### config.mk
export PLATFORM = sky130hd
export DESIGN_NAME = rqsf_outbuf_flat
export DESIGN_NICKNAME = d
export VERILOG_FILES = /design/src/hw/rtl/rqsf_pkg.sv /design/src/hw/rtl/rqsf_if.sv /design/src/hw/rtl/rqsf_outbuf.sv /design/src/flat_wrapper.sv
export SDC_FILE = /design/constraint.sdc
export NUM_CORES = 1
export LEC_CHECK = 0
export BUFFER_PORTS_ARGS = -buffer_cell sky130_fd_sc_hd__buf_2
export CAP_MARGIN = 20
export CORE_ASPECT_RATIO = 0.75
export CORE_MARGIN = 2
export CORE_UTILIZATION = 45
export DETAILED_ROUTE_END_ITERATION = 7
export PLACE_DENSITY = 0.8
export SYNTH_ARGS = -nofsm -noshare
export SYNTH_HDL_FRONTEND = slang
export SYNTH_SLANG_ARGS = --single-unit
### constraint.sdc
create_clock -name i_clk -period 4.2 [get_ports i_clk]
set_input_delay 0.63 -clock i_clk [delete_from_list [all_inputs] [get_ports i_clk]]
set_output_delay 0.63 -clock i_clk [all_outputs]
set_load 0.05 [all_outputs]
### src/hw/rtl/rqsf_pkg.sv
// Package: shared types, widths and request codes of the run queue.
`default_nettype none
package rqsf_pkg;

    // Field widths of the request and result words
    localparam int HANDLE_W = 32;
    localparam int MODE_W   = 2;
    localparam int LEN_W    = 11;

    // Default ring depth
    localparam int DEFAULT_QUEUE_DEPTH = 1024;

    // Request codes
    localparam logic [MODE_W-1:0] MODE_PUSH  = 2'd0;
    localparam logic [MODE_W-1:0] MODE_BATCH = 2'd1;
    localparam logic [MODE_W-1:0] MODE_POP   = 2'd2;
    localparam logic [MODE_W-1:0] MODE_STEAL = 2'd3;

    // Result word
    typedef struct packed {
        logic                accepted;
        logic                popped_valid;
        logic [HANDLE_W-1:0] popped_handle;
    } t_result;

endpackage
`default_nettype wire

### src/hw/rtl/rqsf_if.sv
// Interfaces: request channel and result channel of the run queue.
`default_nettype none


interface rqsf_out_if;
    logic                           valid;
    logic                           ready;
    logic                           accepted;
    logic                           popped_valid;
    logic [rqsf_pkg::HANDLE_W-1:0]  popped_handle;

    modport source (output valid, accepted, popped_valid, popped_handle, input ready);
    modport sink   (input valid, accepted, popped_valid, popped_handle, output ready);
endinterface
`default_nettype wire

### src/hw/rtl/rqsf_outbuf.sv
// Two-word result buffer between the queue control and the result channel.
`default_nettype none
module rqsf_outbuf (
    input  wire logic              i_clk,
    input  wire logic              i_rst_n,
    input  wire logic              i_push,
    input  wire rqsf_pkg::t_result i_res,
    output logic                   o_room,
    rqsf_out_if.source             o_out
);

    rqsf_pkg::t_result r_slot [2];
    logic              r_wptr;
    logic              r_rptr;
    logic [1:0]        r_cnt;
    logic              w_pop;

    assign w_pop  = o_out.valid && o_out.ready;
    assign o_room = (r_cnt != 2'd2);

    // result word to the channel
    assign o_out.valid         = (r_cnt != 2'd0);
    assign o_out.accepted      = r_slot[r_rptr].accepted;
    assign o_out.popped_valid  = r_slot[r_rptr].popped_valid;
    assign o_out.popped_handle = r_slot[r_rptr].popped_handle;

    // payload slots
    always_ff @(posedge i_clk) begin
        if (i_push) begin
            r_slot[r_wptr] <= i_res;
        end
    end

    // pointers and fill count
    always_ff @(posedge i_clk) begin
        if (!i_rst_n) begin
            r_wptr <= 1'b0;
            r_rptr <= 1'b0;
            r_cnt  <= 2'd0;
        end else begin
            if (i_push) begin
                r_wptr <= ~r_wptr;
            end
            if (w_pop) begin
                r_rptr <= ~r_rptr;
            end
            case ({i_push, w_pop})
                2'b10:   r_cnt <= r_cnt + 2'd1;
                2'b01:   r_cnt <= r_cnt - 2'd1;
                default: r_cnt <= r_cnt;
            endcase
        end
    end

    a_cnt_bound: assert property (@(posedge i_clk) disable iff (!i_rst_n)
        r_cnt != 2'd3)
        else $error("result buffer count out of range");

    a_no_overflow: assert property (@(posedge i_clk) disable iff (!i_rst_n)
        i_push |-> r_cnt != 2'd2)
        else $error("result word pushed into full buffer");

    a_hold_stable: assert property (@(posedge i_clk) disable iff (!i_rst_n)
        (o_out.valid && !o_out.ready) |=> (o_out.valid && $stable(o_out.accepted)
            && $stable(o_out.popped_valid) && $stable(o_out.popped_handle)))
        else $error("result word changed while stalled");

endmodule
`default_nettype wire

### src/flat_wrapper.sv
// flat-port wrapper written by rule: the top's interface ports become plain ports
module rqsf_outbuf_flat 
  (i_clk, i_rst_n, i_push, i_res, o_room, o_out_valid, o_out_accepted, o_out_popped_valid, o_out_popped_handle, o_out_ready);
  rqsf_out_if o_out_i ();
  input  wire logic i_clk;
  input  wire logic i_rst_n;
  input  wire logic i_push;
  input  wire rqsf_pkg::t_result i_res;
  output logic o_room;
  output wire logic [$bits(o_out_i.valid)-1:0] o_out_valid;
  output wire logic [$bits(o_out_i.accepted)-1:0] o_out_accepted;
  output wire logic [$bits(o_out_i.popped_valid)-1:0] o_out_popped_valid;
  output wire logic [$bits(o_out_i.popped_handle)-1:0] o_out_popped_handle;
  input wire logic [$bits(o_out_i.ready)-1:0] o_out_ready;
  assign o_out_valid = o_out_i.valid;
  assign o_out_accepted = o_out_i.accepted;
  assign o_out_popped_valid = o_out_i.popped_valid;
  assign o_out_popped_handle = o_out_i.popped_handle;
  assign o_out_i.ready = o_out_ready;
  rqsf_outbuf u_core (.i_clk(i_clk), .i_rst_n(i_rst_n), .i_push(i_push), .i_res(i_res), .o_room(o_room), .o_out(o_out_i));
endmodule
# == Yosys cells after proc, flatten, opt, wreduce, memory -nomap -nowiden ==
# Memories as Yosys holds them, arrays and structs flattened. A register that Yosys moved wholly into a read port is not among the register bits.
# Index checks and enable logic that the tools add are counted.
# totals
regBits,4
mem_bits_rw,68
in_bits,38
output_inout_bits,36
wordCells,19
memories,1
# memory_table
memory,words,word_bits,read_ports,rd_clocked_by_memory_dff,wr,line,rtl
u_core.r_slot,2,34,1,1,1,rqsf_outbuf.sv:12,rqsf_pkg::t_result r_slot [2];
# op_classes
n_addsub,2
eq_ne,3
mux,5
n_bitwise,2
n_reduce_logical,3
# op_table
op,count
1-bit two-way mux,4
2-bit case mux with 2 select lines,1
2-bit nonzero test,2
"2-bit by 1-bit adder with 2-bit output, second input constant",1
"2-bit by 1-bit equality test with 1-bit output, second input constant",1
"2-bit equality test, second input constant",1
"2-bit inequality test, second input constant",1
1-bit inverter,2
"2-bit by 1-bit subtractor with 2-bit output, second input constant",1
1-bit logical AND,1

# == Longest topological paths before layout ==
# Gate-level depths: netlist of run 1.
# logic_depth
word_depth,4
mapped_depth,5
ltp_nobuf,5

# == Worst setup path after synthesis of run 1 ==
# OpenSTA, ideal clock, no wires.
# synth_timing
path_type,input to register
startpoint,input port i_push
endpoint,memory u_core.r_slot[0][0] (netlist name) (enable)
setup_time_ns,0.427
arrival_time_ns,2.149
required_time_ns,3.773
slack_ns,1.624
path_stages,2
path_buffers,0
path_cell_list,inv_1 nor2_1
# synth_between
elab_chain_len,2
# synth_rtl
item,line,rtl
"start, declared",flat_wrapper.sv:7,input wire logic i_push;
1-bit two-way mux,rqsf_outbuf.sv:29,if (i_push) begin
1-bit two-way mux (implied by the code),rqsf_outbuf.sv:30,r_slot[r_wptr] <= i_res;
"end, declared",rqsf_outbuf.sv:12,
# Every way passes these cells.

==> results of run 1 <==
## worst max-delay path, stage by stage (launching register included)
cell and delay [ns]:
dfxtp_2 0.89, mux2_1 0.41, buf_2 0.22
## state kept, by name (all words and copies together) (netlist names), named ones only
signal         flops
u_core.r_slot     68
u_core.r_wptr      1
u_core.r_cnt       2
u_core.r_rptr      1
## layer usage
| metal | GRT usage | share of wire | vias to the layer above |
|---|---|---|---|
| li1 | - | - | 655 |
| met1 | 0.157 | 0.44 | 667 |
| met2 | 0.229 | 0.48 | 53 |
| met3 | 0.0724 | 0.073 | 7 |
| met4 | 0.0490 | 0.011 | 0 |
| met5 | 0 | 0 | - |
## synth_stat cells
library cell,n,area share
or3_1,1,0.0023
o21a_2,1,0.0033
nor2_1,1,0.0014
xnor2_1,3,0.0098
o21ai_0,1,0.0019
nand2b_1,1,0.0023
buf_2,4,0.0075
ha_1,1,0.0047
edfxtp_1,68,0.76
nor2b_1,3,0.0070
mux2_1,34,0.14
and2_1,2,0.0047
a21boi_1,1,0.0028
inv_1,1,0.0014
dfxtp_1,5,0.037
or2_2,1,0.0023
o21a_1,1,0.0028
## path summary, 6_finish.rpt
check | start | endpoint | slack (ns) | cells past startpoint
worst max register to register | u_core.r_wptr$_SDFFE_PN0P_ | u_core.r_slot[1][3]$_DFFE_PP_ | 2.69 | 1
worst max-delay path | flop | o_out_popped_handle[26] | 1.69 | 2
worst min-delay path | i_res[12] | u_core.r_slot[0][12]$_DFFE_PP_ | 0.47 | 1
worst min register to register | u_core.r_rptr$_SDFFE_PN0P_ | flop | 0.54 | 2
## cell usage in the layout, fill, tap and decap left out
master / count
o21a_2: 1
or2_2: 1
bufinv_16: 3
nand2b_1: 1
and2_2: 1
dfxtp_2: 1
clkinv_1: 2
o21a_1: 1
edfxtp_1: 68
nor2b_1: 3
or3_1: 1
dfxtp_1: 4
clkinv_4: 1
buf_2: 73
xnor2_1: 3
inv_1: 1
nor2_4: 1
a21boi_1: 1
mux2_1: 34
o21ai_0: 1
and2_1: 1
ha_1: 1
clkbuf_1: 1
clkbuf_8: 9
## power breakdown
| group | leakage (nW) | internal (W) | switching [W] |
|---|---|---|---|
| Clock | 0.116 | 0.000392 | 0.000238 |
| Sequential | 0.680 | 0.000850 | 0.0000683 |
| Combinational | 0.470 | 0.000172 | 0.000416 |
| Total | 1.26 | 0.00141 | 0.000722 |
## cells by family (layout without fill, tap and decap cells)
family,count (synthesis),count (layout),share of synthesized area
AOI/OAI and AO/OA,4,4,0.0108
xor gates and xnor gates,3,3,0.00984
adders and majority gates,1,1,0.00469
buffers and inverters,5,90,0.00890
DFF,73,73,0.802
muxes,34,34,0.143
and+or+nand+nor,9,9,0.0202
## per-stage QoR
step / worst slack, ns / cell area (µm²)
floorplan: 1.62 / 2670
global placement: 2.05 / 3120
detailed placement: 2.03 / 3120
CTS: 1.63 / 3360
global route: 1.56 / 3360
finish: 1.69 / 3360
## layout make-up
type / count / area (µm²)
inverters: 1 / 3.75
multi-input cells: 51 / 513
clock buffers: 10 / 128
flip-flops and latches: 73 / 2140
repair buffers: 73 / 365
fillers: 481 / 2410
well taps: 78 / 97.6
clock inverters: 6 / 106
==> results.py, run 1 <==
metrics = {
    "status": {
        "status": "finished clean",
    },
    "clock_network": {
        "clk_pin_slew_ns": 0.07,
        "cts-root-buf": "clkbuf_8",
        "cts_buffers": 9,
        "cts_tree": "built",
        "cts-resized-gates": 0,
        "ctsHoldBuffers": 0,
        "insertion_delay_ns": 0.34,
        "post_cts_buffers": 0,
        "clock-sinks": 73,
        "htreeDepth": 3,
        "clockBufferDepth": 2,
    },
    "place": {
        "hpwl_um": 2680,
        "gp_congestion": 0.636,
        "port_buffers": 73,
        "placedCellCount": 276,
    },
    "finish": {
        "area_growth_pct": 25.7,
        "finalNonFillerCells": 292,
        "post-route-util": 0.582,
        "antenna_cells": 0,
        "finalNetCount": 248,
        "drive_gt1_frac": 0.425,
    },
    "synthesis": {
        "ys_types": 17,
        "synth_area_um2": 2670,
        "ys_warn_count": 0,
        "syn_avg_cell_area_um2": 20.7,
        "syn_inst": 129,
        "ys_seq_elements": 73,
        "synthesis.nets": 168,
        "ys_seq_area_frac": 0.802,
    },
    "floorplanning": {
        "rows": 24,
        "core-area_um2": 5770,
        "die_h_um": 70.7,
        "io_pins": 74,
        "die_w_um": 92.9,
        "initial_core_util": 0.463,
        "die_area_um2": 6570,
    },
    "sta": {
        "fin_worst_skew_ns": 0.00765,
        "max_freq_mhz": 399,
        "setup_viol": 0,
        "final.period_utilization": 0.597,
        "hold_viol": 0,
        "fin_crit_ns": 2.51,
        "slew_viol_final": 0,
        "rsz0062_at_grt": "false",
        "whs_ns": 0.473,
        "relSlewSlack": 0.352,
        "tightestPinTransition_ns": 0.970,
        "finalSetupTns_ns": 0,
    },
    "critical_path": {
        "end_kind": "primary output",
        "arrival_ns": 1.88,
        "critPathMaxFanout": 34,
        "timing_worst_setup_path_type": "flop to primary output",
        "critPathLaunchType": "flop",
        "worstPathRequired_ns": 3.57,
    },
    "hold_path": {
        "min_path_type": "input port to flop",
    },
    "power": {
        "p_leak_nw": 1.26,
        "p_total_w": 0.00214,
        "powerDensity_nw_per_um2": 636,
        "ir_drop_mv": 0.357,
    },
    "grt": {
        "grt_pass1_wl_um": 6600,
        "grt_overflow": 0,
        "grt_util_all_layers": 0.139,
        "grt_pass1_vias": 1383,
        "grt_max_degree": 36,
        "antenna_found_initial": 0,
    },
    "run": {
        "cap_violations": 0,
    },
    "detailed_routing": {
        "vias": 1382,
        "route.detailed.drc": 0,
        "drt-initial-drc-count": 32,
        "antenna_left": 0,
        "drt-pass1-iter-count": 4,
        "wl_um": 4240,
        "routedWlPerCell_um": 14.5,
        "avgViaCountPerCell": 4.73,
    },
}
Power figures use the tool's default switching activity.
==> run 2, diff against run 1 <==
--- a/config.mk
+++ b/config.mk
@@ -11,7 +11,7 @@
 export CORE_MARGIN = 2
 export CORE_UTILIZATION = 45
 export DETAILED_ROUTE_END_ITERATION = 7
-export PLACE_DENSITY = 0.8
+export PLACE_DENSITY = 0.83
 export SYNTH_ARGS = -nofsm -noshare
 export SYNTH_HDL_FRONTEND = slang
 export SYNTH_SLANG_ARGS = --single-unit
==> constraint.sdc (replaced) <==
create_clock -name i_clk -period 2.1 [get_ports i_clk]
set_input_delay 0.315 -clock i_clk [delete_from_list [all_inputs] [get_ports i_clk]]
set_output_delay 0.315 -clock i_clk [all_outputs]
set_load 0.05 [all_outputs]
==> run 2 against run 1 <==
Cell area up 0.11%. Non-clock buffer count increased by 4. Power grew 90%. Clock skew fell by 0.0058 ns. Largest cell class unchanged. Largest power group unchanged.
==> results.py, run 2 (synthesized netlist as in run 1, its figures left out) <==
metrics = {
    "grt": {
        "grt_pass1_wl_um": 7040,
        "grt_util_all_layers": 0.153,
        "grt_overflow": 0,
        "grt_pass1_vias": 1434,
        "antenna_found_initial": 0,
        "grt_max_degree": 27,
    },
    "power": {
        "ir_drop_mv": 0.740,
        "p_total_w": 0.00406,
        "powerDensity_nw_per_um2": 1210,
        "p_leak_nw": 1.27,
    },
    "floorplanning": {
        "io_pins": 74,
        "initial_core_util": 0.463,
        "die_h_um": 70.7,
        "core-area_um2": 5770,
        "die_w_um": 92.9,
        "rows": 24,
        "die_area_um2": 6570,
    },
    "sta": {
        "layout_setup_ws_ns": 0.171,
        "slew_viol_final": 0,
        "rsz0062_at_grt": "false",
        "max_freq_mhz": 519,
        "relSlewSlack": 0.758,
        "finalSetupTns_ns": 0,
        "tightestPinTransition_ns": 0.362,
        "whs_ns": 0.163,
        "setup_viol": 0,
        "fin_crit_ns": 1.93,
        "final.period_utilization": 0.918,
        "fin_worst_skew_ns": 0.00184,
        "hold_viol": 0,
    },
    "clock_network": {
        "post_cts_buffers": 0,
        "cts_tree": "built",
        "cts_buffers": 9,
        "ctsHoldBuffers": 0,
        "cts-root-buf": "clkbuf_8",
        "cts-resized-gates": 0,
        "clock-sinks": 73,
        "htreeDepth": 3,
        "clk_pin_slew_ns": 0.07,
        "insertion_delay_ns": 0.34,
        "clockBufferDepth": 2,
    },
    "finish": {
        "filler_cell_count": 451,
        "post-route-util": 0.583,
        "antenna_cells": 0,
        "largest_registers": "u_core.r_slot x68, u_core.r_cnt x2",
        "final-seq-area_um2": 2140,
        "largest-register": "u_core.r_slot",
        "final_cell_mix": "buf_2, edfxtp_1, mux2_1",
        "drive_gt1_frac": 0.438,
        "largest_reg_flops": 68,
        "area_growth_pct": 25.9,
        "finalNetCount": 252,
        "multi_input_area_um2": 513,
        "mostFrequentLayoutCell": "buf_2",
    },
    "status": {
        "status": "finished clean",
    },
    "place": {
        "gp_congestion": 0.654,
        "place_ws_ns": 0.526,
        "hpwl_um": 3010,
        "port_buffers": 73,
    },
    "detailed_routing": {
        "drt-pass1-iter-count": 4,
        "route.detailed.drc": 0,
        "wl_um": 4520,
        "routedWlPerCell_um": 15.3,
        "vias": 1382,
        "avgViaCountPerCell": 4.68,
        "antenna_left": 0,
        "drt-initial-drc-count": 63,
    },
    "critical_path": {
        "arrival_ns": 1.61,
        "max_stage_delay_ns": 0.38,
        "r2r_slack_ns": 0.66,
        "critPathMaxFanout": 26,
        "path_cells": "buf_4, mux2_1, buf_2",
        "worstPathRequired_ns": 1.78,
        "crit_slowest_cell": "mux2_1",
        "end_kind": "primary output",
        "worstRegToRegCells": 4,
        "critPathLaunchType": "flop",
        "timing_worst_setup_path_type": "flop to primary output",
    },
    "run": {
        "cap_violations": 0,
    },
    "hold_path": {
        "worst_hold_path.num_cells": 1,
        "min_path_type": "input port to flop",
    },
}
==> run 2: metrics by stage <==
| stage | area (µm²) | std cells |
|---|---|---|
| 2_1_floorplan | 2670 | 129 |
| 3_3_place_gp | 3180 | 280 |
| 3_5_place_dp | 3180 | 280 |
| 4_1_cts | 3360 | 295 |
| 5_1_grt | 3360 | 295 |
| 6_report | 3360 | 295 |
==> run 2: area by class of cell <==
cell class                      count  share of cell area
Multi-Input combinational cell     51               0.153
Timing Repair Buffer               77               0.125
Tap cell                           78              0.0290
Clock buffer                        9              0.0369
Sequential cell                    73               0.637
Inverter                            1             0.00112
Clock inverter                      6              0.0179
==> run 2: critical path, delay by kind of cell (launching register included) <==
family / cells / cell delay (ns)
flops: 1 / 0.33
mux: 1 / 0.38
buf+inv: 2 / 0.55
==> run 2: worst paths after layout <==
path,from,to
worst max-delay path,flop,o_out_popped_handle[1]
worst min-delay path,i_res[28],u_core.r_slot[1][28]$_DFFE_PP_
worst max register to register,u_core.r_cnt[1]$_SDFFE_PN0P_,u_core.r_cnt[1]$_SDFFE_PN0P_
worst min register to register,u_core.r_cnt[1]$_SDFFE_PN0P_,u_core.r_cnt[1]$_SDFFE_PN0P_
==> run 2: power breakdown <==
part	leakage, nW	switching (W)	total, W	internal (W)
Combinational	0.498	0.000926	0.00129	0.000368
Clock	0.0925	0.000484	0.00102	0.000535
Sequential	0.679	0.0000454	0.00174	0.00170
==> run 2: layer usage <==
metal  up-vias  wire length (µm)  GRT usage
li1        666                 -          -
met1       656              1930      0.177
met2        55              2200      0.242
met3         5               324     0.0841
met4         0                72     0.0588
met5         -                 0          0
