<file path="src/hw/rtl/rqsf_pkg.sv">
// Package: shared types, widths and request codes of the run queue.
`default_nettype none
package rqsf_pkg;

    // Field widths of the request and result words
    localparam int HANDLE_W = 32;
    localparam int MODE_W   = 2;
    localparam int LEN_W    = 11;

    // Default ring depth
    localparam int DEFAULT_QUEUE_DEPTH = 1024;

    // Request codes
    localparam logic [MODE_W-1:0] MODE_PUSH  = 2'd0;
    localparam logic [MODE_W-1:0] MODE_BATCH = 2'd1;
    localparam logic [MODE_W-1:0] MODE_POP   = 2'd2;
    localparam logic [MODE_W-1:0] MODE_STEAL = 2'd3;

    // Result word
    typedef struct packed {
        logic                accepted;
        logic                popped_valid;
        logic [HANDLE_W-1:0] popped_handle;
    } t_result;

endpackage
`default_nettype wire

</file>
<file path="src/hw/rtl/rqsf_if.sv">
// Interfaces: request channel and result channel of the run queue.
`default_nettype none
interface rqsf_in_if;
    logic                           valid;
    logic                           ready;
    logic [rqsf_pkg::MODE_W-1:0]    mode;
    logic [rqsf_pkg::HANDLE_W-1:0]  entity_handle;
    logic                           no_steal;
    logic                           batch_start;
    logic [rqsf_pkg::LEN_W-1:0]     batch_length;

    modport source (output valid, mode, entity_handle, no_steal, batch_start, batch_length,
                    input ready);
    modport sink   (input valid, mode, entity_handle, no_steal, batch_start, batch_length,
                    output ready);
endinterface

`default_nettype wire

</file>
<file path="src/hw/rtl/rqsf_ctrl.sv">
// Queue control: pointers, occupancy, batch reservation and read-modify of the ring RAM.
`default_nettype none
module rqsf_ctrl #(
    parameter int QUEUE_DEPTH = rqsf_pkg::DEFAULT_QUEUE_DEPTH,
    localparam int PTR_W = $clog2(QUEUE_DEPTH)
) (
    input  wire logic                       i_clk,
    input  wire logic                       i_rst_n,
    rqsf_in_if.sink                         i_in,
    input  wire logic                       i_room,
    output logic                            o_wr_en,
    output logic [PTR_W-1:0]                o_wr_addr,
    output logic [rqsf_pkg::HANDLE_W:0]     o_wr_data,
    output logic                            o_rd_en,
    output logic [PTR_W-1:0]                o_rd_addr,
    input  wire logic [rqsf_pkg::HANDLE_W:0] i_rd_data,
    output logic                            o_res_push,
    output rqsf_pkg::t_result               o_res
);

    localparam int OCC_W = $clog2(QUEUE_DEPTH + 1);
    localparam int LEN_W = rqsf_pkg::LEN_W;
    localparam int CMP_W = ((OCC_W > LEN_W) ? OCC_W : LEN_W) + 1;
    localparam logic [CMP_W-1:0] DEPTH_C = CMP_W'(QUEUE_DEPTH);
    localparam logic [PTR_W-1:0] LAST_PTR = PTR_W'(QUEUE_DEPTH - 1);

    localparam logic ST_IDLE = 1'b0;
    localparam logic ST_READ = 1'b1;

    logic             r_state,     n_state;
    logic             r_is_pop,    n_is_pop;
    logic [PTR_W-1:0] r_wr_ptr,    n_wr_ptr;
    logic [PTR_W-1:0] r_rd_ptr,    n_rd_ptr;
    logic [OCC_W-1:0] r_occ,       n_occ;
    logic [LEN_W-1:0] r_batch_rem, n_batch_rem;
    logic             r_batch_rej, n_batch_rej;

    logic             w_take;
    logic [CMP_W-1:0] w_occ_ext;
    logic [CMP_W-1:0] w_res_ext;
    logic [CMP_W-1:0] w_len_ext;
    logic             w_push_ok;
    logic             w_batch_ok;
    logic             w_room_left;
    logic [PTR_W-1:0] w_wr_next;
    logic [PTR_W-1:0] w_rd_next;

    assign i_in.ready = (r_state == ST_IDLE) && i_room;
    assign w_take     = i_in.valid && i_in.ready;

    // fit checks against free space; reserved batch space counts as used for single pushes
    assign w_occ_ext   = CMP_W'(r_occ);
    assign w_res_ext   = r_batch_rej ? '0 : CMP_W'(r_batch_rem);
    assign w_len_ext   = CMP_W'(i_in.batch_length);
    assign w_push_ok   = (w_occ_ext + w_res_ext) < DEPTH_C;
    assign w_batch_ok  = (i_in.batch_length != '0) && ((w_occ_ext + w_len_ext) <= DEPTH_C);
    assign w_room_left = w_occ_ext < DEPTH_C;

    // pointer wrap
    assign w_wr_next = (r_wr_ptr == LAST_PTR) ? '0 : r_wr_ptr + PTR_W'(1);
    assign w_rd_next = (r_rd_ptr == LAST_PTR) ? '0 : r_rd_ptr + PTR_W'(1);

    assign o_wr_addr = r_wr_ptr;
    assign o_wr_data = {i_in.no_steal, i_in.entity_handle};
    assign o_rd_addr = r_rd_ptr;

    // request decode and state update
    always_comb begin
        n_state     = r_state;
        n_is_pop    = r_is_pop;
        n_wr_ptr    = r_wr_ptr;
        n_rd_ptr    = r_rd_ptr;
        n_occ       = r_occ;
        n_batch_rem = r_batch_rem;
        n_batch_rej = r_batch_rej;
        o_wr_en     = 1'b0;
        o_rd_en     = 1'b0;
        o_res_push  = 1'b0;
        o_res       = '0;
        case (r_state)
            ST_IDLE: begin
                if (w_take) begin
                    case (i_in.mode)
                        rqsf_pkg::MODE_PUSH: begin
                            o_res_push = 1'b1;
                            if (w_push_ok) begin
                                o_wr_en        = 1'b1;
                                n_wr_ptr       = w_wr_next;
                                n_occ          = r_occ + OCC_W'(1);
                                o_res.accepted = 1'b1;
                            end
                        end
                        rqsf_pkg::MODE_BATCH: begin
                            o_res_push = 1'b1;
                            if (i_in.batch_start) begin
                                n_batch_rem = (i_in.batch_length != '0) ?
                                              i_in.batch_length - LEN_W'(1) : '0;
                                n_batch_rej = !w_batch_ok;
                                if (w_batch_ok) begin
                                    o_wr_en        = 1'b1;
                                    n_wr_ptr       = w_wr_next;
                                    n_occ          = r_occ + OCC_W'(1);
                                    o_res.accepted = 1'b1;
                                end
                            end else if (r_batch_rem != '0) begin
                                n_batch_rem = r_batch_rem - LEN_W'(1);
                                if (!r_batch_rej && w_room_left) begin
                                    o_wr_en        = 1'b1;
                                    n_wr_ptr       = w_wr_next;
                                    n_occ          = r_occ + OCC_W'(1);
                                    o_res.accepted = 1'b1;
                                end
                            end
                        end
                        rqsf_pkg::MODE_POP, rqsf_pkg::MODE_STEAL: begin
                            if (r_occ == '0) begin
                                o_res_push = 1'b1;
                            end else begin
                                o_rd_en  = 1'b1;
                                n_state  = ST_READ;
                                n_is_pop = (i_in.mode == rqsf_pkg::MODE_POP);
                            end
                        end
                        default: begin
                            o_res_push = 1'b1;
                        end
                    endcase
                end
            end
            ST_READ: begin
                // head word is back from the RAM: a marked head stays on steal
                o_res_push = 1'b1;
                n_state    = ST_IDLE;
                if (r_is_pop || !i_rd_data[rqsf_pkg::HANDLE_W]) begin
                    o_res.popped_valid  = 1'b1;
                    o_res.popped_handle = i_rd_data[rqsf_pkg::HANDLE_W-1:0];
                    n_rd_ptr            = w_rd_next;
                    n_occ               = r_occ - OCC_W'(1);
                end
            end
            default: begin
                n_state = ST_IDLE;
            end
        endcase
    end

    always_ff @(posedge i_clk) begin
        if (!i_rst_n) begin
            r_state     <= ST_IDLE;
            r_is_pop    <= 1'b0;
            r_wr_ptr    <= '0;
            r_rd_ptr    <= '0;
            r_occ       <= '0;
            r_batch_rem <= '0;
            r_batch_rej <= 1'b0;
        end else begin
            r_state     <= n_state;
            r_is_pop    <= n_is_pop;
            r_wr_ptr    <= n_wr_ptr;
            r_rd_ptr    <= n_rd_ptr;
            r_occ       <= n_occ;
            r_batch_rem <= n_batch_rem;
            r_batch_rej <= n_batch_rej;
        end
    end

    a_occ_bound: assert property (@(posedge i_clk) disable iff (!i_rst_n)
        CMP_W'(r_occ) <= DEPTH_C)
        else $error("occupancy above ring depth");

    a_read_nonempty: assert property (@(posedge i_clk) disable iff (!i_rst_n)
        r_state == ST_READ |-> r_occ != '0)
        else $error("head read issued on empty ring");

    a_read_one_cycle: assert property (@(posedge i_clk) disable iff (!i_rst_n)
        r_state == ST_READ |=> r_state == ST_IDLE)
        else $error("head read did not finish in one cycle");

    a_no_write_in_read: assert property (@(posedge i_clk) disable iff (!i_rst_n)
        o_wr_en |-> (r_state == ST_IDLE && !o_rd_en))
        else $error("ring write overlaps a head read");

endmodule
`default_nettype wire

</file>
<file path="src/flat_wrapper.sv">
// flat-port wrapper written by rule: the top's interface ports become plain ports
module rqsf_ctrl_flat 
#(
    parameter int QUEUE_DEPTH = rqsf_pkg::DEFAULT_QUEUE_DEPTH,
    localparam int PTR_W = $clog2(QUEUE_DEPTH)
)
  (i_clk, i_rst_n, i_room, o_wr_en, o_wr_addr, o_wr_data, o_rd_en, o_rd_addr, i_rd_data, o_res_push, o_res, i_in_valid, i_in_mode, i_in_entity_handle, i_in_no_steal, i_in_batch_start, i_in_batch_length, i_in_ready);
  rqsf_in_if i_in_i ();
  input  wire logic i_clk;
  input  wire logic i_rst_n;
  input  wire logic i_room;
  output logic o_wr_en;
  output logic [PTR_W-1:0] o_wr_addr;
  output logic [rqsf_pkg::HANDLE_W:0] o_wr_data;
  output logic o_rd_en;
  output logic [PTR_W-1:0] o_rd_addr;
  input  wire logic [rqsf_pkg::HANDLE_W:0] i_rd_data;
  output logic o_res_push;
  output rqsf_pkg::t_result o_res;
  input wire logic [$bits(i_in_i.valid)-1:0] i_in_valid;
  input wire logic [$bits(i_in_i.mode)-1:0] i_in_mode;
  input wire logic [$bits(i_in_i.entity_handle)-1:0] i_in_entity_handle;
  input wire logic [$bits(i_in_i.no_steal)-1:0] i_in_no_steal;
  input wire logic [$bits(i_in_i.batch_start)-1:0] i_in_batch_start;
  input wire logic [$bits(i_in_i.batch_length)-1:0] i_in_batch_length;
  output wire logic [$bits(i_in_i.ready)-1:0] i_in_ready;
  assign i_in_i.valid = i_in_valid;
  assign i_in_i.mode = i_in_mode;
  assign i_in_i.entity_handle = i_in_entity_handle;
  assign i_in_i.no_steal = i_in_no_steal;
  assign i_in_i.batch_start = i_in_batch_start;
  assign i_in_i.batch_length = i_in_batch_length;
  assign i_in_ready = i_in_i.ready;
  rqsf_ctrl #(.QUEUE_DEPTH(QUEUE_DEPTH)) u_core (.i_clk(i_clk), .i_rst_n(i_rst_n), .i_in(i_in_i), .i_room(i_room), .o_wr_en(o_wr_en), .o_wr_addr(o_wr_addr), .o_wr_data(o_wr_data), .o_rd_en(o_rd_en), .o_rd_addr(o_rd_addr), .i_rd_data(i_rd_data), .o_res_push(o_res_push), .o_res(o_res));
endmodule
</file>
<file path="config.mk">
export PLATFORM = sky130hd
export DESIGN_NAME = rqsf_ctrl_flat
export DESIGN_NICKNAME = d
export VERILOG_FILES = /design/src/hw/rtl/rqsf_pkg.sv /design/src/hw/rtl/rqsf_if.sv /design/src/hw/rtl/rqsf_ctrl.sv /design/src/flat_wrapper.sv
export SDC_FILE = /design/constraint.sdc
export NUM_CORES = 1
export LEC_CHECK = 0
export BUFFER_PORTS_ARGS = -buffer_cell sky130_fd_sc_hd__buf_2
export CORE_MARGIN = 10
export CORE_UTILIZATION = 51
export CTS_BUF_LIST = sky130_fd_sc_hd__clkbuf_4
export CTS_CLUSTER_DIAMETER = 150
export DETAILED_ROUTE_END_ITERATION = 8
export PLACE_DENSITY_LB_ADDON = 0.1
export SLEW_MARGIN = 20
export SYNTH_ARGS = -nofsm -noshare
export SYNTH_HDL_FRONTEND = slang
export SYNTH_SLANG_ARGS = --single-unit
export TNS_END_PERCENT = 50
</file>
<file path="constraint.sdc">
create_clock -name i_clk -period 3.4 [get_ports i_clk]
set_clock_uncertainty 0.2 [all_clocks]
set_input_delay 0 -clock i_clk [delete_from_list [all_inputs] [get_ports i_clk]]
set_output_delay 0 -clock i_clk [all_outputs]
set_load 0.005 [all_outputs]
</file>
# --- Yosys cells after proc, flatten, opt, wreduce, memory -nomap -nowiden ---
# Cells that the tools add are included.
op_classes:
  n_addsub: 8
  n_lt_le_gt_ge: 3
  n_eq_ne: 16
  muxes: 40
  bitwise_logic: 2
  reduce_logical: 22
ops:
  columns: ["operator", "count"]
  rows:
  - ["$mux 11", 11]
  - ["$mux 10", 7]
  - ["$mux 33", 2]
  - ["$pmux 11 s2", 2]
  - ["$sub 11x1->11 const B", 3]
  - ["$reduce_bool 11->1", 2]
  - ["$add 10x1->10 const B", 2]
  - ["$eq 10x10->1 const B", 2]
  - ["$pmux 10 s2", 1]
  - ["$reduce_and 7->1", 2]
  - ["$mux 1", 13]
  - ["$add 11x11->12", 1]
  - ["$add 11x12->12", 1]
  - ["$le 12x11->1 const B", 1]
  - ["$lt 12x11->1 const B", 1]
  - ["$ne 3x2->1 const B", 4]
  - ["$reduce_and 4->1", 3]
  - ["$add 11x1->11 const B", 1]
  - ["$logic_not 11->1", 1]
  - ["$lt 11x11->1 const B", 1]
  - ["$ne 4x4->1 const B", 2]
  - ["$pmux 1 s2", 4]
  - ["$eq 2x2->1 const B", 2]
  - ["$logic_and 1x1->1", 4]
  - ["12 further kinds", 18]
word_totals:
  regBits: 45
  input_bits: 84
  out_inout_bits: 91
  word_cells: 98

# --- Logic depth before layout (Yosys ltp) ---
depth:
  depth_word: 8
  depth_mapped: 12
  depth_no_buf: 11

# --- Worst setup path before layout ---
# No wires, ideal clock.
synth_timing:
  path_kind: "reg2reg"
  startpoint: "register u_core.r_occ[0]"
  endpoint: "register u_core.r_wr_ptr[0] (netlist: u_core.o_wr_addr[0])"
  setup_ps: 128
  t_arrival_ps: 2718
  required_ps: 3072
  slack_ps: 354
  stages_incl_launch_ff: 12
  n_path_buf: 1
  period_less_slack_ps: 3046
  cell_sequence: "dfxtp_1 ha_1 fa_1 a21o_1 a41oi_2 a21oi_1 and4b_1 nand4b_2 a211oi_4 buf_6 mux2i_1 nor2_1"
synth_between:
  elab_chain_cells: 5
  word_cells_on_any_way: 11
synth_rtl:
  columns: ["item", "line", "source"]
  rows:
  - ["from (decl)", "rqsf_ctrl.sv:34", "logic [OCC_W-1:0] r_occ, n_occ;"]
  - ["from (signal assigned)", "rqsf_ctrl.sv:161", "r_occ <= n_occ;"]
  - ["$add 11x11->12", "rqsf_ctrl.sv:56", "assign w_batch_ok = (i_in.batch_length != '0) && ((w_occ_ext + w_len_ext) <= DEPTH_C);"]
  - ["$le 12x11->1", "rqsf_ctrl.sv:56", null]
  - ["$logic_and 1x1->1", "rqsf_ctrl.sv:56", null]
  - ["$ne 3x2->1 (no line)", null, null]
  - ["$reduce_and 7->1 (no line) *", null, null]
  - ["to (signal assigned)", "rqsf_ctrl.sv:159", "r_wr_ptr <= n_wr_ptr;"]
  - ["to (decl)", "rqsf_ctrl.sv:32", "logic [PTR_W-1:0] r_wr_ptr, n_wr_ptr;"]
# Every way passes the cells marked *; elsewhere a longest branch is shown, timed or not.
# A chain may end at the register's enable or synchronous reset.

# --- Final worst setup path ---
layout_timing:
  startpoint: "register u_core.r_occ[0]"
  endpoint: "output o_wr_en"
layout_between:
  elab_chain_cells: 8
  word_cells_on_any_way: 15
layout_rtl:
  columns: ["item", "line", "source"]
  rows:
  - ["$add 11x11->12 or $lt 11x11->1 (tied branches)", "rqsf_ctrl.sv:56, rqsf_ctrl.sv:57", null]
  - ["$le 12x11->1 or $logic_and 1x1->1 (tied branches)", "rqsf_ctrl.sv:56, rqsf_ctrl.sv:107", null]
  - ["$logic_and 1x1->1 or $mux 1 (tied branches)", "rqsf_ctrl.sv:56, rqsf_ctrl.sv:107", null]
  - ["$mux 1, on equally long branches", "rqsf_ctrl.sv:99, rqsf_ctrl.sv:105", null]
  - ["$mux 1", "rqsf_ctrl.sv:95", "if (i_in.batch_start) begin"]
  - ["$pmux 1 s2 *", "rqsf_ctrl.sv:83", "case (i_in.mode)"]
  - ["$mux 1 *", "rqsf_ctrl.sv:82", "if (w_take) begin"]
  - ["$mux 1 *", "rqsf_ctrl.sv:80", "case (r_state)"]
  - ["to (decl)", "flat_wrapper.sv:12", "output logic o_wr_en;"]
# Marks and branches as above.

==> impl_metrics.tcl <==
set metrics [dict create \
    fraction_of_layout_instances_using_a_drive_strength_above_1_pct 22.3 \
    first_global_vias 4417 \
    status "finished with violations" \
    drtPass1Iterations 5 \
    worst-endpoint-arrival_ns 3.04 \
    share_of_flip_flops_with_an_asynchronous_set_or_reset_pct 0 \
    grt_pass1_wl_mm 22.6 \
    min_path_type "in2reg" \
    hold_slack_ns -0.0190 \
    crit_path_start_kind "flip-flop" \
    synthCells 546 \
    nNetsFinal 793 \
    finalWorstPathRequiredPeriod_ns 3.24 \
    cts_made_buffers 5 \
    flow.area_growth_from_synthesis_pct 24.6 \
    synthesis.yosys.warnings 0 \
    fp.dieW_um 112 \
    max-clock-path-buffers 2 \
    floorplan.io_pins 175 \
    place.port_buffers 108 \
    syn_area_um2 4290 \
    floorplan.die_area_um2 12500 \
    antenna_violations_before_repair 0 \
    violations_in_the_final_reports "hold timing" \
    max_slew.worst_pin.slew_ns 1.10 \
    detail_route_antenna_nets 0 \
    num_vias 4388 \
    final-setup-viol-count 0 \
    ws_path_type "reg2out" \
    dp_hpwl_mm 10.0 \
    final.setup.tns_ns 0 \
    grt_overflow_total 0 \
    hold_violations 1 \
    critPathMaxFanout 14 \
    detail_route.wl_per_cell_um 18.0 \
    critPathCaptureType "primary output" \
    final.period_utilization_pct 95.4 \
    clock_insertion_delay_worst_skew_ns 0.39 \
    number_of_slew_limit_violations_in_the_final_report 0 \
    drt_first_iter_violations 267 \
    htree_levels 2 \
    root_buffer "sky130_fd_sc_hd__clkbuf_4" \
    seq_area_frac_synth_pct 21.0 \
    grt.total_usage_pct 20.9 \
    unrepaired_setup_endpoints_after_global_routing "false" \
    grt_max_degree 30 \
    gpl.final_weighted_congestion 0.894 \
    maxClockFrequency_mhz 308 \
    mappedNetlistNets 666 \
    worst_ir_drop_vdd_mv 0.114 \
    slew_headroom_pct 26.3 \
    count_of_max_cap_constraint_violations 0 \
    floorplan.rows 33 \
    totalWireLength_mm 14.1 \
    die_h_um 112 \
    cpMaxStageDelayCell "sky130_fd_sc_hd__fa_2" \
    drc 0 \
    post_synth.cell_area_avg_um2 7.86 \
    cp_cell_sequence "ha_1 > fa_2 > nor3_1 > o21ai_0 > nor3_2 > nand4b_4 > a211oi_4 > buf_12 > buf_2" \
    filler_cell_count 772 \
    ys_types 68 \
    ys.flop_type "sky130_fd_sc_hd__dfxtp_1" \
    cp.required_ns 3.20 \
    start_util_pct 52.2 \
    diodes 0 \
    ys_ff_latch 45 \
    synth-edff-count 0 \
    core_region_area_um2 8220 \
    fin_total_pwr_mw 1.18 \
    cpPeakStageDelay_ns 0.45 \
    avgViaCountPerCell 5.63 \
    clock_sink_count 45 \
    power_density_nw_per_um2 221 \
    worst_setup_hold_path_clk_slew_ns 0.16 \
    tritoncts_clock_tree "yes" \
    power.static_leakage_nw 2.62 \
]
[layer usage]
layer | track usage, % | part of all wire (%) | vias to the layer above | wire length, um
li1 | - | - | 2192 | -
met1 | 26.3 | 43 | 2053 | 6010
met2 | 35.8 | 50 | 126 | 7100
met3 | 3.81 | 5.1 | 17 | 721
met4 | 4.80 | 1.6 | 0 | 229
met5 | 0 | 0 | - | 0
[synthesized netlist by cell type (3+ instances only)]
cell type,count,area share [%]
sky130_fd_sc_hd__nor2_1,49,4.3
sky130_fd_sc_hd__dfxtp_1,45,21
sky130_fd_sc_hd__nand2_1,40,3.5
sky130_fd_sc_hd__and2_1,36,5.3
sky130_fd_sc_hd__buf_4,35,6.1
sky130_fd_sc_hd__ha_1,34,9.9
sky130_fd_sc_hd__o21ai_0,28,3.3
sky130_fd_sc_hd__a21oi_1,27,3.2
sky130_fd_sc_hd__nor3_1,20,2.3
sky130_fd_sc_hd__and3_1,14,2.0
sky130_fd_sc_hd__clkbuf_1,13,1.1
sky130_fd_sc_hd__nor2b_1,13,1.9
sky130_fd_sc_hd__xnor2_1,13,2.7
sky130_fd_sc_hd__a21o_1,12,2.1
sky130_fd_sc_hd__inv_1,12,1.1
sky130_fd_sc_hd__nand3_1,12,1.4
sky130_fd_sc_hd__xor2_1,12,2.5
sky130_fd_sc_hd__mux2i_1,11,2.6
sky130_fd_sc_hd__o21a_1,10,1.8
sky130_fd_sc_hd__nand2b_1,9,1.3
sky130_fd_sc_hd__nor3b_1,8,1.4
sky130_fd_sc_hd__o21ai_1,7,0.82
sky130_fd_sc_hd__a31oi_1,6,0.88
sky130_fd_sc_hd__nor4_1,6,0.88
sky130_fd_sc_hd__a22oi_1,5,0.88
sky130_fd_sc_hd__nand3b_1,4,0.70
sky130_fd_sc_hd__nand4_1,4,0.58
sky130_fd_sc_hd__or3_1,4,0.58
sky130_fd_sc_hd__a311oi_2,3,1.1
sky130_fd_sc_hd__and4b_1,3,0.70
sky130_fd_sc_hd__o221ai_1,3,0.61
[cells in the final DEF (no fill, tap or decap), types with 14 or more instances in the layout]
cell type,instances
sky130_fd_sc_hd__buf_2,108
sky130_fd_sc_hd__o21ai_0,28
sky130_fd_sc_hd__nor3_1,20
sky130_fd_sc_hd__ha_1,34
sky130_fd_sc_hd__dlygate4sd3_1,49
sky130_fd_sc_hd__nand2_1,40
sky130_fd_sc_hd__and3_1,14
sky130_fd_sc_hd__and2_1,36
sky130_fd_sc_hd__a21oi_1,27
sky130_fd_sc_hd__dfxtp_1,45
sky130_fd_sc_hd__nor2_1,49
[timing repair]
item                                    4_1_cts  5_1_grt
gates resized for setup                       0        3
setup buffers                                 0        2
endpoints found under the hold margin        59        0
hold buffers                                 49        0
endpoints found under the setup margin        0       10
[final timing paths]
| kind | from | end | slack (ns) | cells after the start |
|---|---|---|---|---|
| worst min-delay path | i_in_batch_length[4] | u_core.r_batch_rem[4] | -0.02 | 5 |
| worst max register to register | u_core.r_occ[0] | u_core.r_occ[6] | 0.17 | 11 |
| worst max-delay path | u_core.r_occ[0] | o_wr_en | 0.16 | 9 |
| worst min register to register | u_core.o_rd_addr[1] | u_core.o_rd_addr[1] | 0.31 | 2 |
[flip-flops by register name, indices dropped and copies added, names as in the netlist]
signal / count
u_core.r_batch_rej: 1
u_core.r_batch_rem: 11
u_core.r_state: 1
u_core.o_wr_addr: 10
u_core.o_rd_addr: 10
u_core.r_is_pop: 1
u_core.r_occ: 11
[layout make-up]
type | count | area [um^2] | share of cell area [%]
multi-input combinational | 436 | 3010 | 56.3
timing repair buffer | 172 | 1170 | 22.0
sequential | 45 | 901 | 16.8
tap | 105 | 131 | 2.46
inverter | 13 | 48.8 | 0.913
clock buffer | 6 | 45.0 | 0.842
clock inverter | 2 | 38.8 | 0.725
[logic make-up after synthesis]
kind of cell / after synthesis / share of synthesized area [%]
buffers and inverters: 65 / 9.16
AND/OR/NAND/NOR: 232 / 29.2
adder cells (fa/ha/maj): 36 / 10.9
multiplexers: 12 / 2.83
XOR/XNOR: 25 / 5.11
flip-flops: 45 / 21.0
AO/OA/AOI/OAI: 131 / 21.8
[worst max-delay path: cells and delay by family (launching register included)]
kind	cells	cell delay (ns)
flip-flops	1	0.44
AND/OR/NAND/NOR	3	0.74
AO/OA/AOI/OAI	2	0.49
buffers and inverters	2	0.30
adder cells (fa/ha/maj)	2	0.67
[per-stage QoR]
step | setup WS (ns) | util, % | cell area, um^2 | std cells
after floorplan | 0.354 | - | 4290 | 546
after global placement | 0.272 | 57.4 | 4720 | 719
after detailed placement | 0.181 | 57.4 | 4720 | 719
after CTS | 0.0429 | 64.4 | 5290 | 776
after global routing | 0.0214 | 65.1 | 5350 | 779
final | 0.157 | 65.1 | 5350 | 779
[where the power goes]
part           leakage [nW]  total [mW]  switching (mW)  internal, mW
Clock                0.0459       0.364           0.199         0.165
Sequential            0.363       0.543         0.00949         0.534
Combinational          2.21       0.272           0.141         0.131
Note: power is estimated with default switching activity, not from simulation.
